$ cat src/hw/rtl/srag_pkg.sv
// Package for the sector run address generator.
// Holds the stream payload types, the queue entry type and the code constants.
// No dependencies.
package srag_pkg;

    localparam int QUEUE_DEPTH = 2;

    localparam logic CMD_LINEAR = 1'b0;
    localparam logic CMD_CHS    = 1'b1;

    localparam logic [1:0] ST_OK   = 2'd0;
    localparam logic [1:0] ST_GEOM = 2'd1;
    localparam logic [1:0] ST_OVFL = 2'd2;

    localparam logic [1:0] REG_HPC = 2'd0;
    localparam logic [1:0] REG_SPT = 2'd1;
    localparam logic [1:0] REG_TPS = 2'd2;

    typedef struct packed {
        logic        cmd;
        logic [15:0] linear_start;
        logic [7:0]  start_cylinder;
        logic [7:0]  start_head;
        logic [7:0]  start_sector;
        logic [6:0]  sector_count;
    } t_in_item;

    typedef struct packed {
        logic [7:0] cylinder;
        logic [7:0] head;
        logic [7:0] sector;
        logic [1:0] status;
        logic       last;
    } t_out_item;

    typedef struct packed {
        logic        cmd;
        logic [15:0] lba;
        logic [7:0]  cyl;
        logic [7:0]  head;
        logic [7:0]  sec;
        logic [6:0]  count;
    } t_job;

    typedef struct packed {
        logic [7:0] hpc;
        logic [7:0] spt;
        logic [7:0] tps;
    } t_geom;

endpackage

$ cat src/hw/rtl/srag_queue.sv
// Short job queue between the front end and the back end.
// Stores t_job entries from srag_pkg in a small register file.
module srag_queue
    import srag_pkg::*;
(
    input  logic i_clk,
    input  logic i_rst_n,
    input  logic i_push_valid,
    input  t_job i_push_job,
    output logic o_push_ready,
    output logic o_pop_valid,
    output t_job o_pop_job,
    input  logic i_pop_ready
);
    localparam int PW = $clog2(QUEUE_DEPTH);
    localparam int CW = $clog2(QUEUE_DEPTH + 1);

    t_job          r_mem [QUEUE_DEPTH];
    logic [PW-1:0] r_wr;
    logic [PW-1:0] r_rd;
    logic [CW-1:0] r_cnt;
    logic          n_push;
    logic          n_pop;

    assign o_push_ready = r_cnt != CW'(QUEUE_DEPTH);
    assign o_pop_valid  = r_cnt != CW'(0);
    assign o_pop_job    = r_mem[r_rd];
    assign n_push       = i_push_valid && o_push_ready;
    assign n_pop        = o_pop_valid && i_pop_ready;

    always_ff @(posedge i_clk) begin
        if (!i_rst_n) begin
            r_wr  <= '0;
            r_rd  <= '0;
            r_cnt <= '0;
        end else begin
            if (n_push) begin
                r_wr <= (r_wr == PW'(QUEUE_DEPTH - 1)) ? PW'(0) : r_wr + PW'(1);
            end
            if (n_pop) begin
                r_rd <= (r_rd == PW'(QUEUE_DEPTH - 1)) ? PW'(0) : r_rd + PW'(1);
            end
            if (n_push && !n_pop) begin
                r_cnt <= r_cnt + CW'(1);
            end else if (n_pop && !n_push) begin
                r_cnt <= r_cnt - CW'(1);
            end
        end
        if (n_push) begin
            r_mem[r_wr] <= i_push_job;
        end
    end
endmodule

$ cat config.mk
export PLATFORM = sky130hd
export DESIGN_NAME = srag_queue
export DESIGN_NICKNAME = d
export VERILOG_FILES = /design/src/hw/rtl/srag_pkg.sv /design/src/hw/rtl/srag_queue.sv
export SDC_FILE = /design/constraint.sdc
export NUM_CORES = 1
export LEC_CHECK = 0
export CAP_MARGIN = 20
export CORE_MARGIN = 2
export CORE_UTILIZATION = 30
export DETAILED_ROUTE_END_ITERATION = 7
export DONT_BUFFER_PORTS = 1
export GPL_ROUTABILITY_DRIVEN = 0
export SETUP_SLACK_MARGIN = 0.3
export SLEW_MARGIN = 20
export SYNTH_ARGS = -nofsm -noshare
export SYNTH_HDL_FRONTEND = slang
export SYNTH_SLANG_ARGS = --single-unit
$ cat constraint.sdc
create_clock -name i_clk -period 6 [get_ports i_clk]
set_input_delay 0.3 -clock i_clk [delete_from_list [all_inputs] [get_ports i_clk]]
set_output_delay 0.3 -clock i_clk [all_outputs]
set_load 0.1 [all_outputs]
==> impl_metrics.env, run 1 <==
export IMPL_run_status="finished clean"
export IMPL_first_pass_iters=3
export IMPL_fmax_mhz=414
export IMPL_routed_via_density=4.63
export IMPL_tritoncts="yes"
export IMPL_drive_above_1_share_pct=36.6
export IMPL_clockRootBuffer="clkbuf_16"
export IMPL_synth_edf_count=96
export IMPL_finalClockSkew_ps=4.08
export IMPL_synth_most_common_cell="edfxtp_1"
export IMPL_synth_top_area_share_pct=77.8
export IMPL_hold_buffers=0
export IMPL_syn_nets=226
export IMPL_clk_latency_ps=340
export IMPL_antenna_found_initial=0
export IMPL_cts_setup_buffers=0
export IMPL_cts_resized=0
export IMPL_start_util_pct=30.9
export IMPL_fin_area_mm2=0.00417
export IMPL_post_dp_cell_area_mm2=0.00387
export IMPL_drv_slew=0
export IMPL_setup_ws_ps=3580
export IMPL_grt_max_degree=49
export IMPL_port_buffers=0
export IMPL_path_class="reg -> out"
export IMPL_synthCells=173
export IMPL_grt_usage_pct=10.2
export IMPL_post_place_ws_ps=3730
export IMPL_drtIter0Drc=52
export IMPL_antenna_cells=0
export IMPL_hold_viol=0
export IMPL_synth_warnings=0
export IMPL_dp_hpwl_um=3960
export IMPL_dr_wl_met2_um=3120
export IMPL_synth_area_per_cell_um2=21.4
export IMPL_rows=40
export IMPL_seq_area_frac_synth_pct=80.5
export IMPL_fin_tns_setup_ps=0
export IMPL_clkTransAtPathRegs_ps=60
export IMPL_routed_wl_um=6360
export IMPL_cts_buffers=9
export IMPL_io_pins=102
export IMPL_synth_distinct_cells=21
export IMPL_ant_nets=0
export IMPL_crit_fanout=29
export IMPL_min_period_ps=2420
export IMPL_nets=234
export IMPL_worstMarginPinSlew_ps=883
export IMPL_rsz0062_at_grt="no"
export IMPL_h_tree_depth=3
export IMPL_area_growth_pct=12.4
export IMPL_num_vias=1542
export IMPL_synthTopCellsByArea="edfxtp_1, mux2_2, dfxtp_1"
export IMPL_syn_area_mm2=0.00371
export IMPL_grt_pass1_wl_um=9490
export IMPL_arrival_ps=2120
export IMPL_synth_seq_cells=101
export IMPL_fin_util_pct=34.7
export IMPL_synth_top_cell_by_area="edfxtp_1"
export IMPL_cts_sinks=101
export IMPL_met1_length_um=2490
export IMPL_synthFlopType="edfxtp_1"
export IMPL_wire_per_inst_um=19.1
export IMPL_topRoutingLayerUsed="met4"
export IMPL_dieArea_mm2=0.0133
export IMPL_maxCapViolCount=0
export IMPL_coreArea_mm2=0.0120
export IMPL_start_kind="register"
export IMPL_hold_path_class="in -> reg"
export IMPL_clk_path_buf_depth=2
export IMPL_cp_required_ps=5700
export IMPL_slew_headroom_pct=41.1
export IMPL_synthArstFlopShare_pct=0
export IMPL_route_detailed_drc=0
export IMPL_overflow=0
export IMPL_die_x_um=115
export IMPL_synth_common_cells="edfxtp_1, mux2_2, dfxtp_1"
export IMPL_fin_crit_sh_pct=40.3
export IMPL_met3_wirelength_um=609
export IMPL_critPathCaptureType="output pin"
export IMPL_grt_pass1_vias=1718
export IMPL_die_h_um=115
export IMPL_setup_viol_count_final=0
## per-layer routing
| metal | GRT usage, % | up-vias |
|---|---|---|
| met4 | 5.94 | 0 |
| met2 | 16.1 | 66 |
| met3 | 5.11 | 11 |
| li1 | - | 699 |
| met1 | 11.0 | 766 |
| met5 | 0 | - |
## metrics by stage
stage	cells	hold WS, ps
after floorplan	173	399
after global placement	317	399
after detailed placement	317	399
after CTS	333	31.0
after global routing	333	29.6
final	333	50.9
## logic make-up (layout without fill, tap and decap cells)
group | Yosys count | count (layout) | share of synthesized area (%)
AO/OA/AOI/OAI | 5 | 5 | 0.945
XOR/XNOR | 3 | 3 | 0.709
multiplexers | 48 | 48 | 14.6
flip-flops | 101 | 101 | 80.5
AND/OR/NAND/NOR | 9 | 9 | 1.76
adder cells (fa/ha/maj) | 1 | 1 | 0.338
buffers and inverters | 6 | 19 | 1.18
## sequential cells by signal, indices dropped and copies added, names as in the netlist, named ones only
name / cells
r_wr: 1
r_cnt: 2
r_mem: 96
r_rd: 1
## placed cells by master, fill, tap and decap left out
| cell type | instances |
|---|---|
| ha_1 | 1 |
| or3_1 | 1 |
| bufinv_16 | 1 |
| mux2_2 | 48 |
| a21boi_1 | 1 |
| a21bo_2 | 1 |
| nand3b_1 | 1 |
| nand2b_4 | 1 |
| o21ai_0 | 1 |
| a21boi_0 | 1 |
| or2_2 | 1 |
| buf_4 | 2 |
| and2_1 | 4 |
| xnor2_1 | 2 |
| clkbuf_8 | 2 |
| dfxtp_1 | 4 |
| clkbuf_16 | 9 |
| clkbuf_1 | 4 |
| xor2_1 | 1 |
| and3_2 | 1 |
| clkinv_2 | 1 |
| dfxtp_2 | 1 |
| edfxtp_1 | 96 |
| o21ai_1 | 1 |
## worst max-delay path, stage by stage, from the launching register on
cell     delay (ps)
dfxtp_2         650
buf_4           490
mux2_2          620
## final cells by class
cell class                      instances  area [µm²]
Clock buffer                           15         268
Clock inverter                          1        30.0
Fill cell                            1134        7850
Inverter                                1        5.00
Multi-Input combinational cell         66         681
Sequential cell                       101        2980
Tap cell                              147         184
Timing Repair Buffer                    2        15.0
## final timing paths
| check | from | endpoint | slack [ps] | cells past startpoint |
|---|---|---|---|---|
| worst max-delay path | register | o_pop_job[4] | 3580 | 2 |
| worst min-delay path | i_push_job[20] | r_mem[0][20]$_DFFE_PP_ | 50 | 0 |
| worst max register to register | r_cnt[0]$_SDFFE_PN0P_ | r_mem[1][3]$_DFFE_PP_ | 3780 | 3 |
| worst min register to register | r_cnt[1]$_SDFFE_PN0P_ | r_cnt[1]$_SDFFE_PN0P_ | 580 | 2 |
Power of run 1 is not shown: default switching activity piles up to over one toggle a cycle in this logic, so the estimate is an artifact.
==> run 2: changes to the inputs <==
- clock period: 6 -> 2.4 ns (I/O delays scaled with it)
==> impl_metrics.env, run 2 (synthesis gave the netlist of run 1 again) <==
export IMPL_dieArea_mm2=0.0133
export IMPL_slew_headroom_pct=63.3
export IMPL_numPlacedInstances=319
export IMPL_finalClockSkew_ps=10.2
export IMPL_r2r_cells=5
export IMPL_min_delay_start="i_push_valid"
export IMPL_min_period_ps=1820
export IMPL_coreArea_mm2=0.0120
export IMPL_r2r_end="r_cnt[1]$_SDFFE_PN0P_"
export IMPL_clkTransAtPathRegs_ps=70
export IMPL_crit_family="simple AND/OR/NAND/NOR gates"
export IMPL_io_pins=102
export IMPL_r2r_slack_ps=580
export IMPL_drive_above_1_share_pct=32.2
export IMPL_fin_crit_sh_pct=75.9
export IMPL_fin_tns_setup_ps=0
export IMPL_port_buffers=0
export IMPL_maxCapViolCount=0
export IMPL_h_tree_depth=3
export IMPL_wire_per_inst_um=17.1
export IMPL_rr_startpoint="r_cnt[0]$_SDFFE_PN0P_"
export IMPL_critical_path_cell_count=5
export IMPL_fin_util_pct=39.7
export IMPL_top_regs="r_mem: 96 flops, r_cnt: 2 flops"
export IMPL_clk_path_buf_depth=2
export IMPL_largest_register="r_mem"
export IMPL_path_class="reg -> reg"
export IMPL_area_growth_pct=28.8
export IMPL_drv_slew=0
export IMPL_tritoncts="yes"
export IMPL_hold_path_class="in -> reg"
export IMPL_setup_viol_count_final=0
export IMPL_hold_end="r_wr$_SDFFE_PN0P_"
export IMPL_grt_max_degree=49
export IMPL_critPathBufInv=0
export IMPL_overflow=0
export IMPL_routed_via_density=4.52
export IMPL_crit_chain="nand2b_4, and2_1, ha_1, or3_1, a21boi_1"
export IMPL_largest_register_ffs=96
export IMPL_most_common_layout_cells="edfxtp_1, dlygate4sd3_1, mux2_2"
export IMPL_cp_required_ps=2680
export IMPL_num_vias=1758
export IMPL_hold_viol=0
export IMPL_routed_wl_um=6650
export IMPL_first_pass_iters=4
export IMPL_whs_path_depth=2
export IMPL_max_stage_delay_ps=360
export IMPL_start_kind="register"
export IMPL_route_detailed_drc=0
export IMPL_fmax_mhz=549
export IMPL_grt_pass1_vias=1866
export IMPL_holdWs_ps=41.1
export IMPL_rows=40
export IMPL_antenna_found_initial=0
export IMPL_grt_usage_pct=10.7
export IMPL_cts_sinks=101
export IMPL_ant_nets=0
export IMPL_die_x_um=115
export IMPL_run_status="finished clean"
export IMPL_cp_slowest_cell="dfxtp_1"
export IMPL_crit_fanout=5
export IMPL_rsz0062_at_grt="no"
export IMPL_antenna_cells=0
export IMPL_instances_no_fill=389
export IMPL_arrival_ps=2100
export IMPL_grt_pass1_wl_um=9940
export IMPL_nets=290
export IMPL_layout_commonest_cell="edfxtp_1"
export IMPL_drtIter0Drc=72
export IMPL_dp_hpwl_um=4020
export IMPL_cts_buffers=9
export IMPL_start_util_pct=30.9
export IMPL_clockRootBuffer="clkbuf_16"
export IMPL_clk_latency_ps=350
export IMPL_die_h_um=115
export IMPL_worstMarginPinSlew_ps=554
export IMPL_critPathCaptureType="register"
==> run 2: final cells by class <==
class	instances	area (µm²)
fillers	1086	7240
inverters	1	7.51
well taps	147	184
multi-input cells	66	681
repair buffers	58	611
clock buffers	12	278
clock inverters	4	28.8
flip-flops and latches	101	2980
==> run 2: how the worst max path moves through the flow <==
stage | startpoint | end
finish | r_cnt[0]$_SDFFE_PN0P_ | r_cnt[1]$_SDFFE_PN0P_
global route | r_cnt[0]$_SDFFE_PN0P_ | r_cnt[1]$_SDFFE_PN0P_
CTS | r_cnt[0]$_SDFFE_PN0P_ | r_mem[0][42]$_DFFE_PP_
detailed placement | r_cnt[0]$_SDFFE_PN0P_ | r_mem[0][44]$_DFFE_PP_
global placement | r_cnt[0]$_SDFFE_PN0P_ | r_mem[0][45]$_DFFE_PP_
floorplan | r_cnt[0]$_SDFFE_PN0P_ | r_mem[0][0]$_DFFE_PP_
==> run 2: stage by stage <==
stage / cell area [µm²] / setup slack (ps)
after floorplan: 3710 / 449
final: 4770 / 579
after detailed placement: 3940 / 422
after CTS: 4740 / 405
after global placement: 3940 / 495
after global routing: 4770 / 470
==> run 2: worst register-to-register path, cell delays in order (launching register included) <==
cell and delay [ps]:
dfxtp_1 360, nand2b_4 320, and2_1 250, ha_1 320
or3_1 350, a21boi_1 150
==> run 2: what timing repair did <==
| item | in CTS | in global routing |
|---|---|---|
| buffers inserted | 0 | 4 |
| hold buffers | 50 | 0 |
| hold endpoints to repair | 101 | 0 |
| endpoints found under the setup margin | 0 | 17 |
| gates resized for setup | 0 | 0 |
==> run 2: routing by layer <==
metal	global-route usage (%)	share of wire, %	vias to the layer above
met2	17.7	51	64
met5	0	0	-
li1	-	-	809
met3	5.80	8.3	8
met4	4.58	1.5	0
met1	11.2	39	877
Power of run 2 is left out for the same reason.
==> run 3: changes to the inputs <==
- clock period: 2.4 -> 1.7 ns (I/O delays scaled with it)
==> impl_metrics.env, run 3 (synthesis gave the netlist of run 1 again) <==
export IMPL_run_status="finished clean"
export IMPL_hold_end="r_wr$_SDFFE_PN0P_"
export IMPL_peakVddDrop_uv=1130
export IMPL_rsz0062_at_grt="yes"
export IMPL_critPathBufInv=2
export IMPL_drive_above_1_share_pct=39.1
export IMPL_clk_path_buf_depth=2
export IMPL_crit_fanout=5
export IMPL_start_util_pct=30.9
export IMPL_routed_via_density=4.51
export IMPL_grt_usage_pct=11.2
export IMPL_start_kind="register"
export IMPL_grt_max_degree=26
export IMPL_clockRootBuffer="clkbuf_16"
export IMPL_slew_headroom_pct=65.4
export IMPL_fin_util_pct=45.5
export IMPL_tritoncts="yes"
export IMPL_met1_length_um=3030
export IMPL_antenna_cells=0
export IMPL_crit_family="multiplexers"
export IMPL_crit_chain="buf_12, clkbuf_16, mux2_4"
export IMPL_antenna_found_initial=0
export IMPL_setup_viol_count_final=0
export IMPL_worstMarginPinSlew_ps=523
export IMPL_first_pass_iters=4
export IMPL_layout_commonest_cell="edfxtp_1"
export IMPL_rr_startpoint="r_cnt[0]$_SDFFE_PN0P_"
export IMPL_clk_latency_ps=340
export IMPL_largest_register="r_mem"
export IMPL_whs_path_depth=3
export IMPL_leakage_nw=1.97
export IMPL_fmax_mhz=643
export IMPL_largest_register_ffs=96
export IMPL_min_period_ps=1550
export IMPL_met3_wirelength_um=555
export IMPL_die_h_um=115
export IMPL_cts_sinks=101
export IMPL_h_tree_depth=3
export IMPL_drv_slew=0
export IMPL_drtIter0Drc=85
export IMPL_port_buffers=0
export IMPL_grt_pass1_vias=2056
export IMPL_maxCapViolCount=0
export IMPL_r2r_end="r_cnt[1]$_SDFFE_PN0P_"
export IMPL_fin_crit_sh_pct=91.4
export IMPL_ant_nets=0
export IMPL_wire_per_inst_um=18.0
export IMPL_die_x_um=115
export IMPL_grt_pass1_wl_um=10800
export IMPL_dr_wl_met2_um=3770
export IMPL_top_regs="r_mem: 96 flops, r_cnt: 2 flops"
export IMPL_r2r_cells=6
export IMPL_cp_required_ps=1620
export IMPL_io_pins=102
export IMPL_num_vias=1864
export IMPL_fill_cells=1046
export IMPL_dieArea_mm2=0.0133
export IMPL_holdWs_ps=115
export IMPL_cts_buffers=9
export IMPL_min_delay_start="i_push_valid"
export IMPL_route_detailed_drc=0
export IMPL_seqCellArea_mm2=0.00299
export IMPL_clkTransAtPathRegs_ps=60
export IMPL_critPathCaptureType="output pin"
export IMPL_topRoutingLayerUsed="met4"
export IMPL_p_per_area_mw_per_mm2=1950
export IMPL_routed_wl_um=7450
export IMPL_hold_path_class="in -> reg"
export IMPL_cp_slowest_cell="mux2_4"
export IMPL_coreArea_mm2=0.0120
export IMPL_path_class="reg -> out"
export IMPL_finalClockSkew_ps=5.99
export IMPL_r2r_slack_ps=240
export IMPL_multiInputGateArea_um2=865
export IMPL_nets=315
export IMPL_overflow=0
export IMPL_rows=40
export IMPL_max_stage_delay_ps=440
export IMPL_arrival_ps=1470
export IMPL_most_common_layout_cells="edfxtp_1, dlygate4sd3_1, mux2_4"
export IMPL_area_growth_pct=47.4
export IMPL_hold_viol=0
run 3: how the worst max path moves through the flow:
| stage | slack [ps] | cells past startpoint | start | end |
|---|---|---|---|---|
| floorplan | -240 | 3 | r_cnt[0]$_SDFFE_PN0P_ | r_mem[0][0]$_DFFE_PP_ |
| global placement | 200 | 5 | r_cnt[0]$_SDFFE_PN0P_ | r_cnt[1]$_SDFFE_PN0P_ |
| detailed placement | 150 | 5 | r_cnt[1]$_SDFFE_PN0P_ | r_cnt[1]$_SDFFE_PN0P_ |
| CTS | 120 | 3 | register | o_pop_job[4] |
| global route | 90 | 3 | register | o_pop_job[4] |
| finish | 150 | 3 | register | o_pop_job[30] |
run 3: tightest hold or removal path: cells and delay by family:
| kind | cells | cell delay, ps |
|---|---|---|
| and+or+nand+nor | 1 | 130 |
| AOI/OAI and AO/OA | 1 | 60 |
| buffers and inverters | 1 | 130 |
run 3: area by class of cell:
class,count,share of cell area [%]
flip-flops and latches,101,54.8
clock inverters,5,1.40
clock buffers,10,4.19
multi-input cells,66,15.8
inverters,1,0.137
well taps,147,3.37
repair buffers,83,20.3
run 3: per-stage QoR:
stage	area, µm²	instances	setup WS (ps)	setup TNS [ps]	total power [W]
after floorplan	3710	173	-238	-18110	0.00698
after global placement	4090	328	204	0	0.00749
after detailed placement	4090	328	153	0	0.00753
after CTS	5310	405	117	0	0.0105
after global routing	5460	413	88.9	0	0.0110
final	5460	413	146	0	0.0106
run 3: timing repair:
action | in CTS | in global routing
pin swaps | 2 | 1
cloned | 3 | 6
hold buffers | 50 | 0
hold endpoints to repair | 101 | 0
setup buffers | 9 | 2
endpoints found under the setup margin | 93 | 93
resized for setup | 57 | 1
run 3: power by group:
group	internal, W	total [W]	leakage [nW]	switching (W)
Sequential	0.00312	0.00324	0.939	0.000122
Combinational	0.00164	0.00530	0.883	0.00366
Clock	0.00127	0.00210	0.146	0.000823
run 3: layer usage:
layer  track usage (%)  vias up
met4              4.82        0
met2              19.2       69
met1              11.8      933
li1                  -      853
met3              5.32        9
met5                 0        -
Note: power is estimated with default switching activity, not from simulation.
