[src/hw/rtl/srag_pkg.sv]
// Package for the sector run address generator.
// Holds the stream payload types, the queue entry type and the code constants.
// No dependencies.
package srag_pkg;

    localparam int QUEUE_DEPTH = 2;

    localparam logic CMD_LINEAR = 1'b0;
    localparam logic CMD_CHS    = 1'b1;

    localparam logic [1:0] ST_OK   = 2'd0;
    localparam logic [1:0] ST_GEOM = 2'd1;
    localparam logic [1:0] ST_OVFL = 2'd2;

    localparam logic [1:0] REG_HPC = 2'd0;
    localparam logic [1:0] REG_SPT = 2'd1;
    localparam logic [1:0] REG_TPS = 2'd2;

    typedef struct packed {
        logic        cmd;
        logic [15:0] linear_start;
        logic [7:0]  start_cylinder;
        logic [7:0]  start_head;
        logic [7:0]  start_sector;
        logic [6:0]  sector_count;
    } t_in_item;

    typedef struct packed {
        logic [7:0] cylinder;
        logic [7:0] head;
        logic [7:0] sector;
        logic [1:0] status;
        logic       last;
    } t_out_item;

    typedef struct packed {
        logic        cmd;
        logic [15:0] lba;
        logic [7:0]  cyl;
        logic [7:0]  head;
        logic [7:0]  sec;
        logic [6:0]  count;
    } t_job;

    typedef struct packed {
        logic [7:0] hpc;
        logic [7:0] spt;
        logic [7:0] tps;
    } t_geom;

endpackage

[src/hw/rtl/srag_stream_if.sv]
// Valid/ready stream interface used by the sector run address generator.
// The payload type is a parameter; no package dependency.
interface srag_stream_if #(
    parameter type T = logic
);
    logic valid;
    logic ready;
    T     data;

    modport source (output valid, output data, input ready);
    modport sink   (input valid, input data, output ready);
endinterface

[src/hw/rtl/srag_div.sv]
// Iterative restoring divider, one quotient bit per cycle.
// Divides a LINEAR_WIDTH-bit value by an 8-bit divisor; uses srag_pkg.
module srag_div
    import srag_pkg::*;
#(
    parameter int LINEAR_WIDTH = 16
) (
    input  logic                    i_clk,
    input  logic                    i_rst_n,
    input  logic                    i_start,
    input  logic [LINEAR_WIDTH-1:0] i_dividend,
    input  logic [7:0]              i_divisor,
    output logic                    o_done,
    output logic [LINEAR_WIDTH-1:0] o_quo,
    output logic [7:0]              o_rem
);
    localparam int CW = $clog2(LINEAR_WIDTH + 1);

    logic                    r_busy;
    logic                    r_done;
    logic [CW-1:0]           r_cnt;
    logic [LINEAR_WIDTH-1:0] r_quo;
    logic [7:0]              r_rem;

    logic [8:0]              n_trial;
    logic [8:0]              n_diff;
    logic                    n_ge;

    always_comb begin
        n_trial = {r_rem, r_quo[LINEAR_WIDTH-1]};
        n_ge    = n_trial >= {1'b0, i_divisor};
        n_diff  = n_trial - {1'b0, i_divisor};
    end

    always_ff @(posedge i_clk) begin
        if (!i_rst_n) begin
            r_busy <= 1'b0;
            r_done <= 1'b0;
            r_cnt  <= '0;
        end else begin
            if (i_start) begin
                r_busy <= 1'b1;
                r_done <= 1'b0;
                r_cnt  <= CW'(LINEAR_WIDTH);
                r_quo  <= i_dividend;
                r_rem  <= '0;
            end else if (r_busy) begin
                r_quo  <= {r_quo[LINEAR_WIDTH-2:0], n_ge};
                r_rem  <= n_ge ? n_diff[7:0] : n_trial[7:0];
                r_cnt  <= r_cnt - CW'(1);
                r_done <= r_cnt == CW'(1);
                if (r_cnt == CW'(1)) begin
                    r_busy <= 1'b0;
                end
            end else begin
                r_done <= 1'b0;
            end
        end
    end

    assign o_done = r_done;
    assign o_quo  = r_quo;
    assign o_rem  = r_rem;
endmodule

[src/hw/rtl/srag_back.sv]
// Back end: converts each queued job into one address result per sector.
// Uses srag_pkg, srag_stream_if and the shared divider srag_div.
module srag_back
    import srag_pkg::*;
#(
    parameter int LINEAR_WIDTH = 16
) (
    input  logic            i_clk,
    input  logic            i_rst_n,
    input  t_geom           i_geom,
    input  logic            i_pop_valid,
    input  t_job            i_pop_job,
    output logic            o_pop_ready,
    srag_stream_if.source   o_res
);
    typedef enum logic [1:0] {S_IDLE, S_DIV1, S_DIV2, S_RUN} t_state;

    t_state                  r_state;
    logic                    r_cmd;
    logic                    r_zgeo;
    logic [LINEAR_WIDTH-1:0] r_lba;
    logic [LINEAR_WIDTH-1:0] r_cyl;
    logic [7:0]              r_head;
    logic [7:0]              r_sec;
    logic [6:0]              r_left;
    t_out_item               r_out;
    logic                    r_out_valid;

    logic                    n_pop;
    logic                    n_zgeo;
    logic                    n_slot;
    logic                    n_emit;
    logic                    n_fin;
    logic                    n_last;
    logic                    n_fail;
    logic                    n_ovf;
    t_out_item               n_result;
    logic                    div_start;
    logic [LINEAR_WIDTH-1:0] div_dividend;
    logic [7:0]              div_divisor;
    logic                    div_done;
    logic [LINEAR_WIDTH-1:0] div_quo;
    logic [7:0]              div_rem;

    srag_div #(.LINEAR_WIDTH(LINEAR_WIDTH)) u_div (
        .i_clk      (i_clk),
        .i_rst_n    (i_rst_n),
        .i_start    (div_start),
        .i_dividend (div_dividend),
        .i_divisor  (div_divisor),
        .o_done     (div_done),
        .o_quo      (div_quo),
        .o_rem      (div_rem)
    );

    assign o_pop_ready = r_state == S_IDLE;
    assign n_pop       = i_pop_valid && o_pop_ready;
    assign n_zgeo      = (i_geom.hpc == 8'd0) || (i_geom.spt == 8'd0);
    assign n_slot      = !r_out_valid || o_res.ready;
    assign n_emit      = (r_state == S_RUN) && n_slot;

    always_comb begin
        div_start = (n_pop && i_pop_job.cmd == CMD_LINEAR && !n_zgeo)
                 || (r_state == S_DIV1 && div_done);
        div_dividend = (r_state == S_IDLE) ? LINEAR_WIDTH'(i_pop_job.lba) : div_quo;
        div_divisor  = (r_state == S_DIV2) ? i_geom.hpc : i_geom.spt;
    end

    always_comb begin
        n_last = r_left == 7'd1;
        n_ovf  = |r_cyl[LINEAR_WIDTH-1:8];
        n_fail = (r_head >= i_geom.hpc) || (r_cyl[7:0] >= i_geom.tps) || (r_sec > i_geom.spt);
        n_result = '0;
        n_fin    = n_last;
        if (r_cmd == CMD_LINEAR) begin
            if (r_zgeo) begin
                n_result.status = ST_GEOM;
                n_result.last   = 1'b1;
                n_fin           = 1'b1;
            end else if (n_ovf) begin
                n_result.status = ST_OVFL;
                n_result.last   = 1'b1;
                n_fin           = 1'b1;
            end else begin
                n_result.cylinder = r_cyl[7:0];
                n_result.head     = r_head;
                n_result.sector   = r_sec + 8'd1;
                n_result.status   = ST_OK;
                n_result.last     = n_last;
            end
        end else begin
            n_result.cylinder = r_cyl[7:0];
            n_result.head     = r_head;
            n_result.sector   = r_sec;
            n_result.status   = n_fail ? ST_GEOM : ST_OK;
            n_result.last     = n_fail || n_last;
            n_fin             = n_fail || n_last;
        end
    end

    always_ff @(posedge i_clk) begin
        if (!i_rst_n) begin
            r_state     <= S_IDLE;
            r_out_valid <= 1'b0;
        end else begin
            if (n_emit) begin
                r_out_valid <= 1'b1;
            end else if (o_res.ready) begin
                r_out_valid <= 1'b0;
            end
            case (r_state)
                S_IDLE: begin
                    if (n_pop) begin
                        r_cmd  <= i_pop_job.cmd;
                        r_zgeo <= n_zgeo;
                        r_lba  <= LINEAR_WIDTH'(i_pop_job.lba);
                        r_cyl  <= LINEAR_WIDTH'(i_pop_job.cyl);
                        r_head <= i_pop_job.head;
                        r_sec  <= i_pop_job.sec;
                        r_left <= i_pop_job.count;
                        if (i_pop_job.cmd == CMD_LINEAR && !n_zgeo) begin
                            r_state <= S_DIV1;
                        end else begin
                            r_state <= S_RUN;
                        end
                    end
                end
                S_DIV1: begin
                    if (div_done) begin
                        r_sec   <= div_rem;
                        r_state <= S_DIV2;
                    end
                end
                S_DIV2: begin
                    if (div_done) begin
                        r_cyl   <= div_quo;
                        r_head  <= div_rem;
                        r_state <= S_RUN;
                    end
                end
                S_RUN: begin
                    if (n_slot) begin
                        r_out       <= n_result;
                        r_left      <= r_left - 7'd1;
                        if (n_fin) begin
                            r_state <= S_IDLE;
                        end
                        if (r_cmd == CMD_CHS) begin
                            r_sec <= r_sec + 8'd1;
                        end else if (&r_lba) begin
                            r_lba  <= '0;
                            r_cyl  <= '0;
                            r_head <= '0;
                            r_sec  <= '0;
                        end else begin
                            r_lba <= r_lba + LINEAR_WIDTH'(1);
                            if (r_sec == i_geom.spt - 8'd1) begin
                                r_sec <= '0;
                                if (r_head == i_geom.hpc - 8'd1) begin
                                    r_head <= '0;
                                    r_cyl  <= r_cyl + LINEAR_WIDTH'(1);
                                end else begin
                                    r_head <= r_head + 8'd1;
                                end
                            end else begin
                                r_sec <= r_sec + 8'd1;
                            end
                        end
                    end
                end
                default: begin
                    r_state <= S_IDLE;
                end
            endcase
        end
    end

    assign o_res.valid = r_out_valid;
    assign o_res.data  = r_out;
endmodule

[src/flat_wrapper.sv]
// flat-port wrapper written by rule: the top's interface ports become plain ports
module srag_back_flat import srag_pkg::*;
#(
    parameter int LINEAR_WIDTH = 16
)
  (i_clk, i_rst_n, i_geom, i_pop_valid, i_pop_job, o_pop_ready, o_res_valid, o_res_data, o_res_ready);
  srag_stream_if o_res_i ();
  input  logic i_clk;
  input  logic i_rst_n;
  input  t_geom i_geom;
  input  logic i_pop_valid;
  input  t_job i_pop_job;
  output logic o_pop_ready;
  output wire logic [$bits(o_res_i.valid)-1:0] o_res_valid;
  output wire logic [$bits(o_res_i.data)-1:0] o_res_data;
  input wire logic [$bits(o_res_i.ready)-1:0] o_res_ready;
  assign o_res_valid = o_res_i.valid;
  assign o_res_data = o_res_i.data;
  assign o_res_i.ready = o_res_ready;
  srag_back #(.LINEAR_WIDTH(LINEAR_WIDTH)) u_core (.i_clk(i_clk), .i_rst_n(i_rst_n), .i_geom(i_geom), .i_pop_valid(i_pop_valid), .i_pop_job(i_pop_job), .o_pop_ready(o_pop_ready), .o_res(o_res_i));
endmodule
[config.mk]
export PLATFORM = sky130hd
export DESIGN_NAME = srag_back_flat
export DESIGN_NICKNAME = d
export VERILOG_FILES = /design/src/hw/rtl/srag_pkg.sv /design/src/hw/rtl/srag_stream_if.sv /design/src/hw/rtl/srag_div.sv /design/src/hw/rtl/srag_back.sv /design/src/flat_wrapper.sv
export SDC_FILE = /design/constraint.sdc
export NUM_CORES = 1
export LEC_CHECK = 0
export BUFFER_PORTS_ARGS = -buffer_cell sky130_fd_sc_hd__buf_2
export CAP_MARGIN = 20
export CORE_MARGIN = 4
export CORE_UTILIZATION = 50
export CTS_CLUSTER_DIAMETER = 50
export DETAILED_ROUTE_END_ITERATION = 10
export MAX_ROUTING_LAYER = met4
export PLACE_DENSITY = 0.73
export SYNTH_ARGS = -nofsm -noshare
export SYNTH_HDL_FRONTEND = slang
export SYNTH_SLANG_ARGS = --single-unit
[constraint.sdc]
create_clock -name i_clk -period 8.01 [get_ports i_clk]
set_clock_uncertainty 0.1 [all_clocks]
set_input_delay 0.4005 -clock i_clk [delete_from_list [all_inputs] [get_ports i_clk]]
set_output_delay 0.4005 -clock i_clk [all_outputs]
set_load 0.03 [all_outputs]
==> results.sh, run 1 <==
export IMPL_p_sw_w=0.000789
export IMPL_syn_mean_instance_area_um2=9.57
export IMPL_fin_tns_setup_ns=0
export IMPL_cp_data_arrival_time_ns=3.86
export IMPL_wire_per_inst_um=17.7
export IMPL_die_width_um=121
export IMPL_gr_usage_met3_pct=2.56
export IMPL_rsz0062_at_grt="false"
export IMPL_crit_fanout=30
export IMPL_hold_class="in -> reg"
export IMPL_num_antenna_cells=0
export IMPL_power_share_clock_pct=23.5
export IMPL_yosysTopAreaCellShare_pct=38.6
export IMPL_reg2reg_depth=12
export IMPL_yosysWarnings=0
export IMPL_vias=5294
export IMPL_critPathCaptureType="flop"
export IMPL_globalplace_congestion=0.899
export IMPL_numPortBuffers=78
export IMPL_antenna_found_initial=0
export IMPL_ys_flop_type="edfxtp_1"
export IMPL_power_density_nw_per_um2=292
export IMPL_fin_nets=864
export IMPL_drive_above_1_share_pct=15.9
export IMPL_design_area_um2=7280
export IMPL_drt_initial_drc_count=468
export IMPL_syn_to_final_growth_pct=14.0
export IMPL_finalSetupViolCount=0
export IMPL_grt_use_met2_pct=35.5
export IMPL_synth_fp_nets=792
export IMPL_critPathKind="reg -> reg"
export IMPL_cts_htree_levels=3
export IMPL_relSlewSlack_pct=32.7
export IMPL_yosys_register_bits=92
export IMPL_hpwl_mm=12.5
export IMPL_p_int_w=0.00134
export IMPL_syn_inst=667
export IMPL_async_flop_share_pct=0
export IMPL_vdd_drop_max_mv=0.159
export IMPL_hp_start="i_pop_job[47]"
export IMPL_status="finished clean"
export IMPL_worstReg2RegStart="u_core.r_state[0]"
export IMPL_start_util_pct=50.8
export IMPL_grt_start_max_net_pins=31
export IMPL_maxCapViolations=0
export IMPL_power_frac_comb_pct=36.1
export IMPL_ys_seq_area_share_pct=41.7
export IMPL_synth_area_leaders="edfxtp_1 (39%), ha_1 (9.4%), nand2_1 (4.9%)"
export IMPL_core_area_um2=12600
export IMPL_dr_pass1_iters=5
export IMPL_fin_crit_sh_pct=48.2
export IMPL_use_met1_pct=31.6
export IMPL_worst_slew_pin_slew_ns=1.01
export IMPL_ios=79
export IMPL_crit_path_start="u_core.r_state[0]"
export IMPL_p_leak_nw=2.91
export IMPL_synth_most_common_cell="nand2_1"
export IMPL_synth_cell_types=62
export IMPL_holdBufCountCts=0
export IMPL_cts_sinks=92
export IMPL_die_height_um=121
export IMPL_cts_tree="built"
export IMPL_cp_endpoint="u_core.u_div.o_rem[5]"
export IMPL_rr_endpoint="u_core.u_div.o_rem[5]"
export IMPL_grt_pass1_vias=5185
export IMPL_grt_busiest_layer="met2"
export IMPL_grt_overflow=0
export IMPL_root_buffer="clkbuf_16"
export IMPL_wl_mm=16.2
export IMPL_required_ns=8.01
export IMPL_drv_slew=0
export IMPL_place_area_um2=6930
export IMPL_finalHoldViolCount=0
export IMPL_via_per_inst=5.78
export IMPL_start_kind="flop"
export IMPL_drc=0
export IMPL_clk_pin_slew_worst_paths_ns=0.07
export IMPL_fmax_mhz=259
export IMPL_ant_nets=0
export IMPL_r2r_slack_ns=4.15
export IMPL_p_seq_share_pct=40.4
export IMPL_numCtsBuffers=9
export IMPL_synth_edf_count=82
export IMPL_dieArea_um2=14600
export IMPL_grt_use_total_pct=23.0
export IMPL_clockBufferDepth=2
export IMPL_cts_resized_gates=0
export IMPL_grt_pass1_wl_mm=25.8
export IMPL_p_total_w=0.00213
export IMPL_period_minus_slack_ns=3.86
export IMPL_syn_cell_area_um2=6380
export IMPL_yosys_area_top_type="edfxtp_1"
export IMPL_whs_ns=0.208
export IMPL_num_rows=41
export IMPL_clk_latency_ns=0.35
export IMPL_netSwitchingFraction_pct=37.1
export IMPL_postCtsSetupBuffers=0
export IMPL_synth_common_cells="nand2_1 (84), edfxtp_1 (82), nor2_1 (50)"
==> power groups by stage <==
stage / Combinational [W] / Sequential, W / Clock [W]
6_report: 0.000768 / 0.000860 / 0.000499
3_3_place_gp: 0.000729 / 0.000857 / 0
4_1_cts: 0.000765 / 0.000855 / 0.000506
3_5_place_dp: 0.000756 / 0.000865 / 0
2_1_floorplan: 0.000581 / 0.000815 / 0
5_1_grt: 0.000859 / 0.000876 / 0.000527
==> routing by layer <==
metal / up-vias / share of wire [%]
li1: 2571 / -
met1: 2523 / 45
met2: 177 / 47
met3: 23 / 6.3
met4: 0 / 2.2
met5: - / 0
==> registers in the layout (all words and copies together) (netlist names), 2 cells and up <==
| signal | cells |
|---|---|
| u_core.r_sec | 8 |
| u_core.r_state | 2 |
| u_core.r_head | 8 |
| u_core.u_div.o_rem | 8 |
| u_core.r_lba | 16 |
| u_core.r_cyl | 16 |
| u_core.u_div.o_quo | 16 |
| u_core.r_left | 7 |
| u_core.u_div.r_cnt | 5 |
==> layout make-up <==
class                   count  area, um2
repair buffers             83        425
clock buffers              10        229
fillers                  1079       5290
flip-flops and latches     92       2660
well taps                 172        215
clock inverters             6        119
inverters                  44        165
multi-input cells         509       3460
==> worst max-delay path, cell delays in order, from the launching register on <==
cell and delay (ns):
dfxtp_1 0.39, inv_1 0.09, ha_1 0.38, buf_4 0.31, o21ai_0 0.32, ha_1 0.26, nor2b_1 0.06, o21a_1 0.18
o21ai_1 0.22, a211oi_1 0.15, nor3_2 0.82, nor4_1 0.12, a31o_1 0.23
==> layout by cell type, fill, tap and decap left out, drive strengths merged, types with 4 or more instances in the layout <==
| master | count |
|---|---|
| nand2 | 85 |
| xnor2 | 35 |
| nor2b | 7 |
| nor3 | 14 |
| nand3 | 29 |
| nor4 | 9 |
| clkbuf | 10 |
| a21oi | 25 |
| ha | 48 |
| buf | 83 |
| and3 | 13 |
| nand4 | 9 |
| edfxtp | 82 |
| dfxtp | 10 |
| o21a | 5 |
| a31oi | 4 |
| o21ai | 48 |
| nand2b | 4 |
| inv | 47 |
| nor2 | 52 |
| xor2 | 34 |
| a22oi | 25 |
| and4 | 5 |
| o2bb2ai | 10 |
| mux2i | 8 |
| o31ai | 6 |
==> per-stage QoR <==
step           utilization (%)  worst slack [ns]  cells
6_report                  57.9              4.15    916
2_1_floorplan                -              4.74    667
3_3_place_gp              55.1              4.43    899
3_5_place_dp              55.1              4.28    900
5_1_grt                   57.9              3.92    916
4_1_cts                   57.9              4.28    916
==> worst min path at each step <==
stage	end	cells after the start	slack, ns
floorplan	u_core.r_state[1]	2	0.37
global placement	u_core.r_state[0]	2	0.39
detailed placement	u_core.r_state[1]	2	0.39
CTS	u_core.r_cmd	1	0.20
global route	u_core.r_cmd	1	0.19
finish	u_core.r_cmd	1	0.21
==> cell families after synthesis <==
family / after synthesis / synth area share (%)
compound gates: 144 / 15.1
xor+xnor: 69 / 9.47
fa+ha+maj: 49 / 9.73
buf+inv: 66 / 4.14
flops: 92 / 41.7
mux: 10 / 1.61
simple gates: 237 / 18.3
(Power assumes the default switching activity.)
==> run 2, diff against run 1 <==
--- a/config.mk
+++ b/config.mk
@@ -12,7 +12,7 @@
 export CTS_CLUSTER_DIAMETER = 50
 export DETAILED_ROUTE_END_ITERATION = 10
 export MAX_ROUTING_LAYER = met4
-export PLACE_DENSITY = 0.73
+export PLACE_DENSITY = 0.76
 export SYNTH_ARGS = -nofsm -noshare
 export SYNTH_HDL_FRONTEND = slang
 export SYNTH_SLANG_ARGS = --single-unit
==> constraint.sdc (replaced) <==
create_clock -name i_clk -period 3.5 [get_ports i_clk]
set_clock_uncertainty 0.1 [all_clocks]
set_input_delay 0.175 -clock i_clk [delete_from_list [all_inputs] [get_ports i_clk]]
set_output_delay 0.175 -clock i_clk [all_outputs]
set_load 0.03 [all_outputs]
==> results.sh, run 2 (synthesis gave the netlist of run 1 again) <==
export IMPL_grt_use_total_pct=22.4
export IMPL_grt_start_max_net_pins=27
export IMPL_final_setup_worst_slack_ns=0.481
export IMPL_netSwitchingFraction_pct=37.6
export IMPL_wire_per_inst_um=17.3
export IMPL_required_ns=3.49
export IMPL_grt_use_met2_pct=34.1
export IMPL_place_ws_ns=0.499
export IMPL_place_area_um2=6980
export IMPL_hold_class="in -> reg"
export IMPL_worst_slew_pin_slew_ns=0.695
export IMPL_cts_tree="built"
export IMPL_num_antenna_cells=0
export IMPL_cts_sinks=92
export IMPL_p_sw_w=0.00176
export IMPL_via_per_inst=5.78
export IMPL_grt_pass1_wl_mm=25.3
export IMPL_critPathCaptureType="flop"
export IMPL_dr_pass1_iters=5
export IMPL_core_area_um2=12600
export IMPL_fin_tns_setup_ns=0
export IMPL_grt_busiest_layer="met2"
export IMPL_clk_pin_slew_worst_paths_ns=0.07
export IMPL_drt_initial_drc_count=479
export IMPL_crit_fanout=15
export IMPL_status="finished clean"
export IMPL_antenna_found_initial=0
export IMPL_gr_usage_met3_pct=3.45
export IMPL_cp_data_arrival_time_ns=3.01
export IMPL_ant_nets=0
export IMPL_relSlewSlack_pct=53.7
export IMPL_maxCapViolations=0
export IMPL_numPortBuffers=78
export IMPL_root_buffer="clkbuf_16"
export IMPL_power_frac_comb_pct=37.8
export IMPL_vias=5329
export IMPL_cts_htree_levels=3
export IMPL_p_int_w=0.00293
export IMPL_die_height_um=121
export IMPL_grt_pass1_vias=5023
export IMPL_period_minus_slack_ns=3.02
export IMPL_drc=0
export IMPL_p_leak_nw=2.91
export IMPL_finalSetupViolCount=0
export IMPL_postCtsSetupBuffers=0
export IMPL_multiInputGateArea_um2=3460
export IMPL_drive_above_1_share_pct=16.4
export IMPL_drv_slew=0
export IMPL_p_seq_share_pct=41.7
export IMPL_fmax_mhz=331
export IMPL_hpwl_mm=12.4
export IMPL_final_util_pct=57.9
export IMPL_die_width_um=121
export IMPL_whs_ns=0.0388
export IMPL_syn_to_final_growth_pct=14.0
export IMPL_numCtsBuffers=9
export IMPL_cts_resized_gates=0
export IMPL_wl_mm=15.9
export IMPL_clk_latency_ns=0.33
export IMPL_crit_slowest_cell="dfxtp_1"
export IMPL_clockBufferDepth=2
export IMPL_fin_crit_sh_pct=86.3
export IMPL_fillers=1113
export IMPL_finalHoldViolCount=0
export IMPL_regArea_um2=2660
export IMPL_start_util_pct=50.8
export IMPL_design_area_um2=7280
export IMPL_dieArea_um2=14600
export IMPL_fin_nets=871
export IMPL_ios=79
export IMPL_globalplace_congestion=0.968
export IMPL_vdd_drop_max_mv=0.428
export IMPL_final_cell_mix="nand2_1 (84), edfxtp_1 (82), buf_2 (78)"
export IMPL_crit_chain="inv_1 -> ha_1 -> buf_4 -> mux2i_1 -> ha_1 -> o21a_1 -> o21ai_1 -> a211oi_1 -> nor3_2 -> buf_4 -> nor4b_2 -> a31o_1"
export IMPL_start_kind="flop"
export IMPL_critPathKind="reg -> reg"
export IMPL_power_share_clock_pct=20.6
export IMPL_grt_overflow=0
export IMPL_power_density_nw_per_um2=645
export IMPL_use_met1_pct=30.6
export IMPL_num_rows=41
export IMPL_final_common_cell="nand2_1"
export IMPL_cpPeakStageDelay_ns=0.34
export IMPL_rsz0062_at_grt="false"
run 2: metrics by stage:
step           cells  total power (W)
6_report         922          0.00469
5_1_grt          922          0.00501
4_1_cts          922          0.00469
3_5_place_dp     906          0.00372
3_3_place_gp     906          0.00364
2_1_floorplan    667          0.00319
run 2: path summary, 6_finish.rpt:
path                          start                    end  slack [ns]  depth (start not counted)
setup / recovery  u_core.r_state[0]  u_core.u_div.o_rem[6]        0.48                         12
hold / removal        i_pop_job[32]  u_core.u_div.o_quo[1]        0.04                          3
setup reg to reg  u_core.r_state[0]  u_core.u_div.o_rem[6]        0.48                         12
hold reg to reg   u_core.r_state[1]      u_core.r_state[1]        0.41                          2
run 2: area by class of cell:
class / count / area share [%]
Clock buffer: 10 / 3.15
Clock inverter: 5 / 0.860
Inverter: 44 / 2.27
Multi-Input combinational cell: 509 / 47.5
Sequential cell: 92 / 36.6
Tap cell: 172 / 2.96
Timing Repair Buffer: 90 / 6.64
run 2: per-layer routing:
metal,vias up,share of wire (%)
met5,-,0
met2,208,47
li1,2585,-
met4,0,2.0
met1,2508,45
met3,28,6.5
run 2: power by group through the flow:
stage	Combinational, W	Clock [W]	Sequential [W]
floorplan	0.00133	0	0.00186
global placement	0.00169	0	0.00195
detailed placement	0.00175	0	0.00197
CTS	0.00177	0.000976	0.00195
global route	0.00199	0.00103	0.00199
finish	0.00177	0.000966	0.00196
run 2: timing repair:
item,CTS,global route
hold buffers,1,0
endpoints found under the setup margin,0,0
hold endpoints to repair,1,0
run 2: critical path: cells and delay by family (launching register included):
| family | cells | cell delay [ns] |
|---|---|---|
| compound gates | 4 | 0.71 |
| buf+inv | 3 | 0.57 |
| mux | 1 | 0.26 |
| flops | 1 | 0.34 |
| fa+ha+maj | 2 | 0.57 |
| simple gates | 2 | 0.24 |
==> run 3, diff against run 2 <==
--- a/config.mk
+++ b/config.mk
@@ -8,11 +8,11 @@
 export BUFFER_PORTS_ARGS = -buffer_cell sky130_fd_sc_hd__buf_2
 export CAP_MARGIN = 20
 export CORE_MARGIN = 4
-export CORE_UTILIZATION = 50
+export CORE_UTILIZATION = 25
 export CTS_CLUSTER_DIAMETER = 50
 export DETAILED_ROUTE_END_ITERATION = 10
 export MAX_ROUTING_LAYER = met4
-export PLACE_DENSITY = 0.76
+export PLACE_DENSITY = 0.45
 export SYNTH_ARGS = -nofsm -noshare
 export SYNTH_HDL_FRONTEND = slang
 export SYNTH_SLANG_ARGS = --single-unit
==> results.sh, run 3 (synthesis gave the netlist of run 1 again) <==
export IMPL_status="finished clean"
export IMPL_p_sw_w=0.00180
export IMPL_finalSetupViolCount=0
export IMPL_finalHoldViolCount=0
export IMPL_syn_to_final_growth_pct=17.1
export IMPL_crit_fanout=15
export IMPL_cts_tree="built"
export IMPL_hpwl_mm=14.1
export IMPL_rsz0062_at_grt="false"
export IMPL_antenna_found_initial=1
export IMPL_crit_chain="inv_1 -> ha_1 -> nand2_1 -> o21a_1 -> ha_1 -> nor2b_1 -> o21a_1 -> o21ai_1 -> a211oi_1 -> nor3_2 -> buf_4 -> o21ai_0"
export IMPL_grt_start_max_net_pins=28
export IMPL_cp_data_arrival_time_ns=3.09
export IMPL_regArea_um2=2660
export IMPL_netSwitchingFraction_pct=38.6
export IMPL_die_width_um=168
export IMPL_wl_mm=17.8
export IMPL_start_util_pct=25.3
export IMPL_die_height_um=168
export IMPL_power_frac_comb_pct=38.1
export IMPL_root_buffer="clkbuf_16"
export IMPL_crit_slowest_cell="ha_1"
export IMPL_fin_crit_sh_pct=89.1
export IMPL_drc=0
export IMPL_p_int_w=0.00286
export IMPL_cts_htree_levels=3
export IMPL_num_rows=58
export IMPL_cts_sinks=92
export IMPL_vias=5024
export IMPL_p_seq_share_pct=42.0
export IMPL_via_per_inst=4.63
export IMPL_drv_slew=0
export IMPL_final_cell_mix="nand2_1 (84), edfxtp_1 (82), buf_2 (78)"
export IMPL_cpPeakStageDelay_ns=0.47
export IMPL_multiInputGateArea_um2=3460
export IMPL_ios=79
export IMPL_worst_slew_pin_slew_ns=1.09
export IMPL_cp_top_family="compound AO/OA/AOI/OAI gates"
export IMPL_power_share_clock_pct=20.0
export IMPL_drt_initial_drc_count=231
export IMPL_power_density_nw_per_um2=623
export IMPL_fmax_mhz=321
export IMPL_period_minus_slack_ns=3.12
export IMPL_p_total_w=0.00466
export IMPL_vdd_drop_max_mv=0.224
export IMPL_critPathKind="reg -> reg"
export IMPL_drive_above_1_share_pct=16.9
export IMPL_grt_overflow=0
export IMPL_globalplace_congestion=0.875
export IMPL_hold_class="in -> reg"
export IMPL_grt_pass1_wl_mm=28.1
export IMPL_start_kind="flop"
export IMPL_dr_pass1_iters=4
export IMPL_fin_nets=873
export IMPL_holdBufCountCts=1
export IMPL_numCtsBuffers=9
export IMPL_ant_nets=0
export IMPL_clockBufferDepth=2
export IMPL_core_area_um2=25200
export IMPL_fin_tns_setup_ns=0
export IMPL_cts_resized_gates=0
export IMPL_clk_latency_ns=0.35
export IMPL_grt_use_total_pct=13.1
export IMPL_crit_buf_inv=2
export IMPL_p_leak_nw=2.92
export IMPL_clk_pin_slew_worst_paths_ns=0.08
export IMPL_postCtsSetupBuffers=0
export IMPL_final_common_cell="nand2_1"
export IMPL_critPathCaptureType="flop"
export IMPL_numPortBuffers=78
export IMPL_fillers=2681
export IMPL_relSlewSlack_pct=27.0
export IMPL_required_ns=3.47
export IMPL_dieArea_um2=28100
export IMPL_maxCapViolations=0
export IMPL_wire_per_inst_um=16.4
export IMPL_grt_pass1_vias=5019
==> run 3: final cells by class <==
| type | count | area share (%) |
|---|---|---|
| inverters | 44 | 2.21 |
| clock buffers | 9 | 3.01 |
| clock inverters | 7 | 0.653 |
| well taps | 330 | 5.52 |
| multi-input cells | 509 | 46.3 |
| repair buffers | 92 | 6.66 |
| flip-flops and latches | 92 | 35.6 |
| diodes | 1 | 0.0335 |
==> run 3: worst reg2reg max path: cells and delay by family (launching register included) <==
family / cells / cell delay [ns]
compound gates: 5 / 0.79
buf+inv: 2 / 0.34
fa+ha+maj: 2 / 0.77
simple gates: 3 / 0.52
flops: 1 / 0.34
==> run 3: power by group through the flow <==
stage / Clock [W] / Sequential, W / Combinational, W
floorplan: 0 / 0.00186 / 0.00133
global placement: 0 / 0.00198 / 0.00178
detailed placement: 0 / 0.00198 / 0.00178
CTS: 0.000960 / 0.00196 / 0.00180
global route: 0.000998 / 0.00200 / 0.00202
finish: 0.000930 / 0.00196 / 0.00177
==> run 3: per-layer routing <==
layer  part of all wire [%]  GRT usage [%]  up-vias
met5                      0              -        -
met1                     49           17.9     2339
li1                       -              -     2592
met4                    1.5           4.02        0
met3                    3.1           1.72       17
met2                     47           20.1       76
==> run 3: worst paths after layout <==
check	to	cells past startpoint	slack, ns	start
worst max-delay path	u_core.u_div.o_quo[0]	12	0.38	u_core.r_state[0]
worst min register to register	u_core.r_state[0]	2	0.41	u_core.r_state[0]
worst min-delay path	u_core.r_left[0]	2	0.02	i_pop_job[0]
worst max register to register	u_core.u_div.o_quo[0]	12	0.38	u_core.r_state[0]
==> run 3: metrics by stage <==
stage,hold WS (ns),utilization (%),cell area [um2],std cells,worst slack (ns)
finish,0.0224,29.7,7470,1084,0.383
global route,0.0147,29.7,7470,1084,0.0903
CTS,0.0105,29.7,7470,1083,0.350
detailed placement,0.337,28.5,7190,1066,0.382
global placement,0.335,28.5,7190,1066,0.474
floorplan,0.174,-,6380,667,0.226
